==> config.mk <==
export PLATFORM = sky130hd
export DESIGN_NAME = pauli_string_multiply_phase_core
export DESIGN_NICKNAME = d
export VERILOG_FILES = /design/src/design/pspm_pkg.sv /design/src/design/pauli_string_multiply_phase_core.sv
export SDC_FILE = /design/constraint.sdc
export NUM_CORES = 1
export LEC_CHECK = 0
export BUFFER_PORTS_ARGS = -buffer_cell sky130_fd_sc_hd__buf_2
export CAP_MARGIN = 20
export CORE_ASPECT_RATIO = 0.75
export CORE_MARGIN = 3
export CORE_UTILIZATION = 60
export DETAILED_ROUTE_END_ITERATION = 7
export PLACE_DENSITY_LB_ADDON = 0.25
export SYNTH_ARGS = -nofsm -noshare
export SYNTH_HDL_FRONTEND = slang
export SYNTH_SLANG_ARGS = --single-unit
==> constraint.sdc <==
create_clock -name clock -period 12 [get_ports clock]
set_input_delay 0.6 -clock clock [delete_from_list [all_inputs] [get_ports clock]]
set_output_delay 0.6 -clock clock [all_outputs]
set_load 0.02 [all_outputs]
==> src/design/pspm_pkg.sv <==
// Package for the Pauli string product core: channel layout constants and bit-count helpers.
package pspm_pkg;

   // Width of every qubit word field on the channels
   localparam int FIELD_BITS = 64;

   // Request tdata layout, lowest bit first
   localparam int REQ_LX_LSB    = 0;
   localparam int REQ_LZ_LSB    = REQ_LX_LSB + FIELD_BITS;
   localparam int REQ_RX_LSB    = REQ_LZ_LSB + FIELD_BITS;
   localparam int REQ_RZ_LSB    = REQ_RX_LSB + FIELD_BITS;
   localparam int REQ_LSIGN_BIT = REQ_RZ_LSB + FIELD_BITS;
   localparam int REQ_RSIGN_BIT = REQ_LSIGN_BIT + 1;
   localparam int REQ_USED_BITS = REQ_RSIGN_BIT + 1;
   localparam int REQ_TDATA_BITS = ((REQ_USED_BITS + 7) / 8) * 8;

   // Response tdata layout, lowest bit first
   localparam int RSP_PX_LSB       = 0;
   localparam int RSP_PZ_LSB       = RSP_PX_LSB + FIELD_BITS;
   localparam int RSP_PHASE_LSB    = RSP_PZ_LSB + FIELD_BITS;
   localparam int PHASE_BITS       = 2;
   localparam int RSP_SIGN_BIT     = RSP_PHASE_LSB + PHASE_BITS;
   localparam int RSP_COMMUTE_BIT  = RSP_SIGN_BIT + 1;
   localparam int RSP_USED_BITS    = RSP_COMMUTE_BIT + 1;
   localparam int RSP_TDATA_BITS   = ((RSP_USED_BITS + 7) / 8) * 8;

   typedef logic [FIELD_BITS-1:0] word_type;
   typedef logic [PHASE_BITS-1:0] phase_type;

   // Population count mod 4 of a word as a balanced tree of 2-bit adders
   function automatic phase_type popcount_mod4(input word_type v);
      phase_type acc [FIELD_BITS];
      for (int i = 0; i < FIELD_BITS; i++) begin
         acc[i] = {1'b0, v[i]};
      end
      for (int s = FIELD_BITS >> 1; s >= 1; s = s >> 1) begin
         for (int i = 0; i < s; i++) begin
            acc[i] = PHASE_BITS'(acc[2*i] + acc[2*i+1]);
         end
      end
      return acc[0];
   endfunction

endpackage

==> src/design/pauli_string_multiply_phase_core.sv <==
// Top level of the Pauli string product core with per-lane phase counters.
// Multiplies a left Pauli string by a right one, one word of qubits per transfer.
// Each request returns one response: product X/Z words (left xor right) and, on
// the word marked tlast, the power of i of the product scalar, the updated left
// sign and a commute flag; the per-lane mod-4 counters clear after that word.
// Throughput is one word per clock unless the response side stalls: an input
// register feeds a few gates of lane update plus a 6-level mod-4 popcount tree,
// whose result lands in the output register. Only the low min(WORD_BITS, 64)
// lanes are used; higher input bits are ignored and read back as zero.
module pauli_string_multiply_phase_core #(
   parameter int WORD_BITS = 64
) (
   input  logic                                clock,
   input  logic                                reset,
   // Request: left_x_word, left_z_word, right_x_word, right_z_word,
   //          left_sign, right_sign, zero pad (low bit first)
   input  logic                                req_tvalid,
   output logic                                req_tready,
   input  logic [pspm_pkg::REQ_TDATA_BITS-1:0] req_tdata,
   input  logic                                req_tlast,   // last_word
   // Response: product_x_word, product_z_word, phase_exponent, product_sign,
   //           strings_commute, zero pad (low bit first)
   output logic                                rsp_tvalid,
   input  logic                                rsp_tready,
   output logic [pspm_pkg::RSP_TDATA_BITS-1:0] rsp_tdata,
   output logic                                rsp_tlast    // is_last
);
   import pspm_pkg::*;

   localparam int LANES = (WORD_BITS < FIELD_BITS) ? WORD_BITS : FIELD_BITS;
   localparam word_type LANE_MASK =
      (LANES == FIELD_BITS) ? '1 : ((word_type'(1) << LANES) - word_type'(1));

   // Input stage
   logic                  s1_valid_ff, s1_valid_in;
   logic [LANES-1:0]      s1_lx_ff, s1_lz_ff, s1_rx_ff, s1_rz_ff;
   logic                  s1_lsign_ff, s1_rsign_ff, s1_last_ff;
   // Counter planes
   logic [LANES-1:0]      cnt_low_ff, cnt_low_in, cnt_high_ff, cnt_high_in;
   // Output stage
   logic                  out_valid_ff, out_valid_in;
   word_type              out_px_ff, out_pz_ff, out_px_in, out_pz_in;
   phase_type             out_phase_ff, out_phase_in;
   logic                  out_sign_ff, out_sign_in;
   logic                  out_commute_ff, out_commute_in;
   logic                  out_last_ff;

   logic                  req_xfer, s1_adv, out_free;
   logic [LANES-1:0]      nx, nz, xz, anti, upd_low, upd_high;
   phase_type             phase;

   // Handshake and stage movement
   assign out_free   = !out_valid_ff || rsp_tready;
   assign s1_adv     = s1_valid_ff && out_free;
   assign req_tready = !s1_valid_ff || out_free;
   assign req_xfer   = req_tvalid && req_tready;

   assign s1_valid_in  = req_xfer || (s1_valid_ff && !out_free);
   assign out_valid_in = s1_adv || (out_valid_ff && !rsp_tready);

   // Lane update and phase for the word in the input stage
   always_comb begin
      nx       = s1_lx_ff ^ s1_rx_ff;
      nz       = s1_lz_ff ^ s1_rz_ff;
      xz       = s1_lx_ff & s1_rz_ff;
      anti     = (s1_rx_ff & s1_lz_ff) ^ xz;
      upd_high = cnt_high_ff ^ ((cnt_low_ff ^ nx ^ nz ^ xz) & anti);
      upd_low  = cnt_low_ff ^ anti;
      phase    = popcount_mod4(word_type'(upd_low))
               ^ {(^upd_high) ^ s1_rsign_ff, 1'b0};

      out_px_in = word_type'(nx);
      out_pz_in = word_type'(nz);
      if (s1_last_ff) begin
         out_phase_in   = phase;
         out_sign_in    = s1_lsign_ff ^ phase[1];
         out_commute_in = !phase[0];
         cnt_low_in     = '0;
         cnt_high_in    = '0;
      end else begin
         out_phase_in   = '0;
         out_sign_in    = 1'b0;
         out_commute_in = 1'b0;
         cnt_low_in     = upd_low;
         cnt_high_in    = upd_high;
      end
   end

   // Control registers
   always_ff @(posedge clock) begin
      if (reset) begin
         s1_valid_ff  <= 1'b0;
         out_valid_ff <= 1'b0;
         cnt_low_ff   <= '0;
         cnt_high_ff  <= '0;
      end else begin
         s1_valid_ff  <= s1_valid_in;
         out_valid_ff <= out_valid_in;
         if (s1_adv) begin
            cnt_low_ff  <= cnt_low_in;
            cnt_high_ff <= cnt_high_in;
         end
      end
   end

   // Input payload register
   always_ff @(posedge clock) begin
      if (req_xfer) begin
         s1_lx_ff    <= req_tdata[REQ_LX_LSB +: LANES];
         s1_lz_ff    <= req_tdata[REQ_LZ_LSB +: LANES];
         s1_rx_ff    <= req_tdata[REQ_RX_LSB +: LANES];
         s1_rz_ff    <= req_tdata[REQ_RZ_LSB +: LANES];
         s1_lsign_ff <= req_tdata[REQ_LSIGN_BIT];
         s1_rsign_ff <= req_tdata[REQ_RSIGN_BIT];
         s1_last_ff  <= req_tlast;
      end
   end

   // Output payload register
   always_ff @(posedge clock) begin
      if (s1_adv) begin
         out_px_ff      <= out_px_in;
         out_pz_ff      <= out_pz_in;
         out_phase_ff   <= out_phase_in;
         out_sign_ff    <= out_sign_in;
         out_commute_ff <= out_commute_in;
         out_last_ff    <= s1_last_ff;
      end
   end

   // Response packing
   always_comb begin
      rsp_tdata = '0;
      rsp_tdata[RSP_PX_LSB +: FIELD_BITS]    = out_px_ff;
      rsp_tdata[RSP_PZ_LSB +: FIELD_BITS]    = out_pz_ff;
      rsp_tdata[RSP_PHASE_LSB +: PHASE_BITS] = out_phase_ff;
      rsp_tdata[RSP_SIGN_BIT]                = out_sign_ff;
      rsp_tdata[RSP_COMMUTE_BIT]             = out_commute_ff;
   end
   assign rsp_tvalid = out_valid_ff;
   assign rsp_tlast  = out_last_ff;

`ifndef SYNTHESIS
   // Counters are empty after the last word moves on
   a_cnt_clear: assert property (@(posedge clock) disable iff (reset)
      (s1_adv && s1_last_ff) |=> (cnt_low_ff == '0 && cnt_high_ff == '0))
      else $error("phase counters not cleared after last word");

   // Phase fields stay zero on words that are not last
   a_nonlast_zero: assert property (@(posedge clock) disable iff (reset)
      (out_valid_ff && !out_last_ff) |->
         (out_phase_ff == '0 && !out_sign_ff && !out_commute_ff))
      else $error("phase fields set on a word that is not last");

   // Commute flag follows the low phase bit on the last word
   a_commute: assert property (@(posedge clock) disable iff (reset)
      (out_valid_ff && out_last_ff) |-> (out_commute_ff == !out_phase_ff[0]))
      else $error("commute flag disagrees with phase");

   // Lanes above the word width read back as zero
   a_lane_mask: assert property (@(posedge clock) disable iff (reset)
      out_valid_ff |-> ((out_px_ff & ~LANE_MASK) == '0 && (out_pz_ff & ~LANE_MASK) == '0))
      else $error("product bits set above the word width");

   // An empty input stage always takes a new word
   a_ready_empty: assert property (@(posedge clock) disable iff (reset)
      !s1_valid_ff |-> req_tready)
      else $error("input stage empty but not ready");
`endif

endmodule

==> results.md, run 1 <==
- Outcome: complete, no violations
- Synth Area in Adders: 0.0249
- Max cap viols: 0
- Lkg Pwr: 0.0115 uW
- CP peak stage delay: 0.61 ns
- Post-route antenna net violation count: 0
- Avg WL per Cell: 19.7 um
- Global route overflow: 0
- Synthesized cell area: 0.0254 mm^2
- Top cell type's share of synthesized area: 0.463
- Drt drc: 0
- Post-cts hold buffer count: 0
- Die Outline Area: 0.0449 mm^2
- Post-Synthesis Cells: 2100
- HP Class: in2reg
- Main combinational cell family by area after synthesis: XOR/XNOR gates
- Slew @ Worst Pin: 1.01 ns
- Fin cells: 3098
- RePlAce Congestion: 0.830
- Register bit total from synthesis: 522
- H-tree levels: 2
- Post-synthesis mux area share: 0
- Area of the core: 0.0413 mm^2
- Total Wirelength: 61100 um
- DRT iter0 DRCs: 1429
- Leading cell type in the layout, fill and taps excluded: buf_2
- Synth warnings: 0
- Synth Area in XOR/XNOR: 0.191
- Initial antenna violation count: 11
- Largest net degree at the start of global routing: 126
- Setup-violating endpoint count in the final report: 0
- Clock power frac: 0.254
- Most frequent cells in the layout: buf_2 (396), edfxtp_1 (392), xor2_1 (361), nor2_1 (199), xnor2_1 (170)
- Post-CTS Resized: 0
- Startpoint class of the critical path: register
- Setup_tns: 0 ns
- Top cells by area, synth: edfxtp_1 (46%), xor2_1 (12%), dfxtp_1 (10%)
- Slew Viols, Final: 0
- Die width: 244 um
- Power density over cell area: 213 mW/mm^2
- I/O Pins: 408
- Cell Count Post-Placement: 2994
- Largest vdd supply drop: 0.639 mV
- GRT Resource Usage Total: 0.266
- Vias in the first global route: 17500
- Sink Count: 522
- Layout Skew: 0.0120 ns
- IO buf count: 397
- Drt first pass iters: 6
- Share of power burned in registers: 0.351
- Clock-pin slew on the worst setup and hold paths: 0.06 ns
- Sequential fraction of the synthesis area: 0.566
- Clock latency on the worst-skew pair: 0.57 ns
- WP data required: 12.32 ns
- Root Driver: clkbuf_16
- Slew HR: 0.330
- Final worst-path cycle share: 0.671
- Net Sw Frac: 0.301
- Area leader, netlist: edfxtp_1
- Final Net Count: 2788
- CP Capture Type: register
- Switching pwr: 1900 uW
- Post-DR vias/cell: 5.71
- Fin crit period: 8.05 ns
- Final hold violation count: 0
- Critical path class: reg2reg
- Most used cell, CP: fa_1
- Post-CTS setup repair buffer count: 0
- Die Ht: 184 um
- RSZ-0062 raised after global routing: no
- Achievable Freq: 124 MHz
- First-pass GRT wire length: 93400 um
- Share of post-route cells with drive strength above 1: 0.196
- Worst EP arrival: 8.37 ns
- Number of core rows: 64
- Pint: 4410 uW
- Maximum clock insertion buffer count: 3
- Starting Density: 0.615
- Post-synth cell types: 42
- TritonCTS clock tree: yes
- Comb power frac: 0.395
- Vias: 17700
- Post-synthesis compound-gate area fraction: 0.0806
- Slowest cell on crit path: fa_1
- Post-synthesis simple-gate area fraction: 0.124
- Syn_area_per_cell: 12.1 um^2
- DP Wirelength: 43000 um
- Area added between synthesis and finish: 16.6%
- Critical path peak fanout: 6
- Num CTS Buffers: 51
-- worst paths after layout --
path,start,endpoint,slack [ns],cells after the start
worst max-delay path,s1_rz_ff[27],out_sign_ff,3.95,25
worst min register to register,cnt_high_ff[3],cnt_high_ff[3],0.51,2
worst min-delay path,req_tdata[160],s1_rx_ff[32],0.20,1
worst max register to register,s1_rz_ff[27],out_sign_ff,3.95,25
-- power groups by stage --
stage                     combinational (uW)  clock (uW)  sequential [uW]
after floorplan                         1980           0             2280
after global placement                  2420           0             2240
after detailed placement                2510           0             2250
after CTS                               2520        1630             2220
after global routing                    2690        1700             2230
final                                   2500        1600             2220
-- area by class of cell --
| cell class | instances | area [um^2] |
|---|---|---|
| timing repair buffer | 406 | 2080 |
| clock buffer | 69 | 1420 |
| clock inverter | 26 | 254 |
| antenna | 8 | 20.0 |
| tap | 561 | 702 |
| fill | 2821 | 11700 |
| multi-input combinational | 1497 | 10700 |
| sequential | 522 | 14400 |
| inverter | 9 | 41.3 |
-- layer usage --
metal  GRT usage  part of all wire  up-vias
met2       0.442              0.48      650
met3      0.0532             0.075      146
met4       0.105             0.037        8
li1            -                 -     8268
met5           0           0.00085        -
met1       0.349              0.40     8617
-- registers in the layout, indices dropped and copies added, names as in the netlist --
name            flops
rsp_tvalid          1
s1_lz_ff           64
out_commute_ff      1
out_phase_ff        2
s1_valid_ff         1
cnt_high_ff        64
rsp_tlast           1
s1_rx_ff           64
out_px_ff          64
s1_lx_ff           64
s1_lsign_ff         1
s1_rsign_ff         1
s1_last_ff          1
out_sign_ff         1
out_pz_ff          64
s1_rz_ff           64
cnt_low_ff         64
-- worst max-delay path, delay by kind of cell (launching register included) --
family	cells	cell delay (ns)
fa+ha+maj	9	4.39
simple gates	2	0.29
xor+xnor	12	2.48
flops	1	0.50
buf+inv	2	0.14
-- synth_stat cells (all sizes together) --
master	count
nand4b	36
xnor2	170
nand3	23
clkbuf	63
inv	9
nand3b	1
a22oi	119
nor3b	45
conb	1
fa	31
edfxtp	392
or3	39
a31oi	1
nor4b	11
nor3	36
o211ai	36
a21o	3
a21oi	53
xor2	366
ha	1
nor4bb	10
dfxtp	130
and3b	32
o21ai	82
a311o	11
nand2b	3
buf	12
nor2	200
and2	4
nand2	154
xnor3	5
nor2b	16
o31ai	5
-- per-stage QoR --
stage,hold slack [ns],utilization,worst slack (ns),power (uW),area [um^2]
floorplan,0.439,-,4.57,4250,25400
global placement,0.484,0.675,4.11,4670,27900
detailed placement,0.500,0.675,3.96,4760,27900
CTS,0.173,0.716,3.95,6360,29600
global route,0.178,0.717,3.66,6620,29600
finish,0.205,0.717,3.95,6310,29600
-- cells by family after synthesis --
logic type,Yosys count
AOI/OAI and AO/OA,310
xor gates and xnor gates,541
adders and majority gates,32
buffers and inverters,84
DFF,522
other,1
and+or+nand+nor,610
Power figures use the tool's default switching activity.
==> run 2: changes to the inputs <==
--- a/config.mk
+++ b/config.mk
@@ -9,7 +9,7 @@
 export CAP_MARGIN = 20
 export CORE_ASPECT_RATIO = 0.75
 export CORE_MARGIN = 3
-export CORE_UTILIZATION = 60
+export CORE_UTILIZATION = 57
 export DETAILED_ROUTE_END_ITERATION = 7
 export PLACE_DENSITY_LB_ADDON = 0.25
 export SYNTH_ARGS = -nofsm -noshare
==> constraint.sdc (replaced) <==
create_clock -name clock -period 7.9 [get_ports clock]
set_input_delay 0.395 -clock clock [delete_from_list [all_inputs] [get_ports clock]]
set_output_delay 0.395 -clock clock [all_outputs]
set_load 0.02 [all_outputs]
==> results.md, run 2 (synthesis results as in run 1) <==
- Startpoint class of the critical path: register
- Initial antenna violation count: 8
- RSZ-0062 raised after global routing: yes
- I/O Pins: 408
- Total Power: 9650 uW
- Post-route antenna net violation count: 0
- Cell Count Post-Placement: 3055
- Switching pwr: 3000 uW
- Total Wirelength: 71700 um
- Final Net Count: 3151
- Final worst-path cycle share: 0.985
- Setup-violating endpoint count in the final report: 0
- Avg WL per Cell: 20.6 um
- Net Sw Frac: 0.311
- Root Driver: clkbuf_16
- Clock latency on the worst-skew pair: 0.59 ns
- Placed Area: 0.0283 mm^2
- Global route overflow: 0
- Post-route design area: 0.0333 mm^2
- GRT Resource Usage Total: 0.288
- Max cap viols: 0
- Outcome: complete, no violations
- Layout Skew: 0.0240 ns
- Worst EP arrival: 8.12 ns
- Share of power burned in registers: 0.348
- Critical path class: reg2reg
- Most frequent cells in the layout: buf_2 (396), edfxtp_1 (392), xor2_1 (329), dlygate4sd3_1 (256), nor2_1 (199)
- Lkg Pwr: 0.0131 uW
- Fin crit period: 7.78 ns
- Area of the core: 0.0437 mm^2
- Maximum clock insertion buffer count: 3
- Clock-pin slew on the worst setup and hold paths: 0.06 ns
- Num CTS Buffers: 51
- Area added between synthesis and finish: 30.9%
- Largest vdd supply drop: 0.655 mV
- Final hold violation count: 0
- RePlAce Congestion: 0.808
- Post-DR vias/cell: 5.66
- Sink Count: 522
- IO buf count: 397
- Die Ht: 189 um
- DRT iter0 DRCs: 1522
- Setup_tns: 0 ns
- DP Wirelength: 43200 um
- Die width: 250 um
- CP peak stage delay: 0.68 ns
- Slowest cell on crit path: fa_2
- TritonCTS clock tree: yes
- Vias in the first global route: 19200
- Fin cells: 3476
- Achievable Freq: 129 MHz
- Leading cell type in the layout, fill and taps excluded: buf_2
- Fill cells: 2592
- Slew Viols, Final: 0
- Starting Density: 0.582
- H-tree levels: 2
- Vias: 19700
- Power density over cell area: 290 mW/mm^2
- Drt drc: 0
- WP data required: 8.24 ns
- Share of post-route cells with drive strength above 1: 0.227
- Largest net degree at the start of global routing: 116
- First-pass GRT wire length: 107000 um
- Slew HR: 0.270
- Drt first pass iters: 6
- Pint: 6640 uW
- Clock power frac: 0.243
- Die Outline Area: 0.0472 mm^2
- Number of core rows: 66
- Buf/Inv on CP: 2
- Most used cell, CP: fa_1
- Finished Core Util: 0.762
- CP Capture Type: register
- Slew @ Worst Pin: 1.10 ns
- HP Class: in2reg
- Critical path peak fanout: 4
- Comb power frac: 0.409
- Delay-heaviest family, CP: adder cells
-- run 2: cell count changes in the layout (fill, tap and decap cells not counted), moves of 4 or more --
| cell | previous run | this run |
|---|---|---|
| buf_4 | 8 | 116 |
| clkbuf_1 | 13 | 17 |
| dlygate4sd3_1 | 0 | 256 |
| nand2_1 | 153 | 137 |
| nand2_2 | 1 | 16 |
| xnor2_1 | 170 | 162 |
| xnor2_2 | 0 | 8 |
| xor2_1 | 361 | 329 |
| xor2_2 | 4 | 32 |
| xor2_4 | 1 | 5 |
-- run 2: cell type report --
type	instances	area [um^2]	area share
multi-input combinational	1497	11100	0.335
timing repair buffer	769	5430	0.163
inverter	9	41.3	0.00124
tap	578	723	0.0217
clock inverter	24	154	0.00463
sequential	522	14400	0.432
antenna	6	15.0	0.000451
clock buffer	71	1400	0.0422
-- run 2: through the flow --
step | setup slack, ns | hold slack (ns)
finish | 0.121 | 0.0393
global route | -0.144 | 0.00618
CTS | 0.00863 | 0.000817
detailed placement | 0.0397 | 0.502
global placement | 0.119 | 0.485
floorplan | 0.495 | 0.439
-- run 2: power by group through the flow --
| stage | Combinational, uW | Sequential, uW | Clock, uW |
|---|---|---|---|
| after floorplan | 3000 | 3460 | 0 |
| after global placement | 3730 | 3390 | 0 |
| after detailed placement | 3780 | 3400 | 0 |
| after CTS | 3890 | 3350 | 2360 |
| after global routing | 4310 | 3370 | 2490 |
| final | 3950 | 3350 | 2340 |
-- run 2: worst paths after layout --
check | startpoint | endpoint | slack [ns] | cells after the start
worst min register to register | cnt_high_ff[19] | cnt_high_ff[19] | 0.52 | 2
worst min-delay path | req_tdata[223] | s1_rz_ff[31] | 0.04 | 1
worst max register to register | s1_rx_ff[7] | out_sign_ff | 0.12 | 25
worst max-delay path | s1_rx_ff[7] | out_sign_ff | 0.12 | 25
-- run 2: repair_timing --
action	CTS	global route
gates resized for setup	0	66
endpoints found under the hold margin	256	0
hold buffers	256	0
buffers inserted	0	64
setup endpoints to repair	0	2
-- run 2: per-layer routing --
layer	wire length (um)	up-vias	share of wire	GRT usage
met5	42	-	0.00059	0
met4	2520	6	0.035	0.0997
met3	4790	191	0.067	0.0496
met2	35700	898	0.50	0.493
met1	28600	9633	0.40	0.373
li1	-	8950	-	-
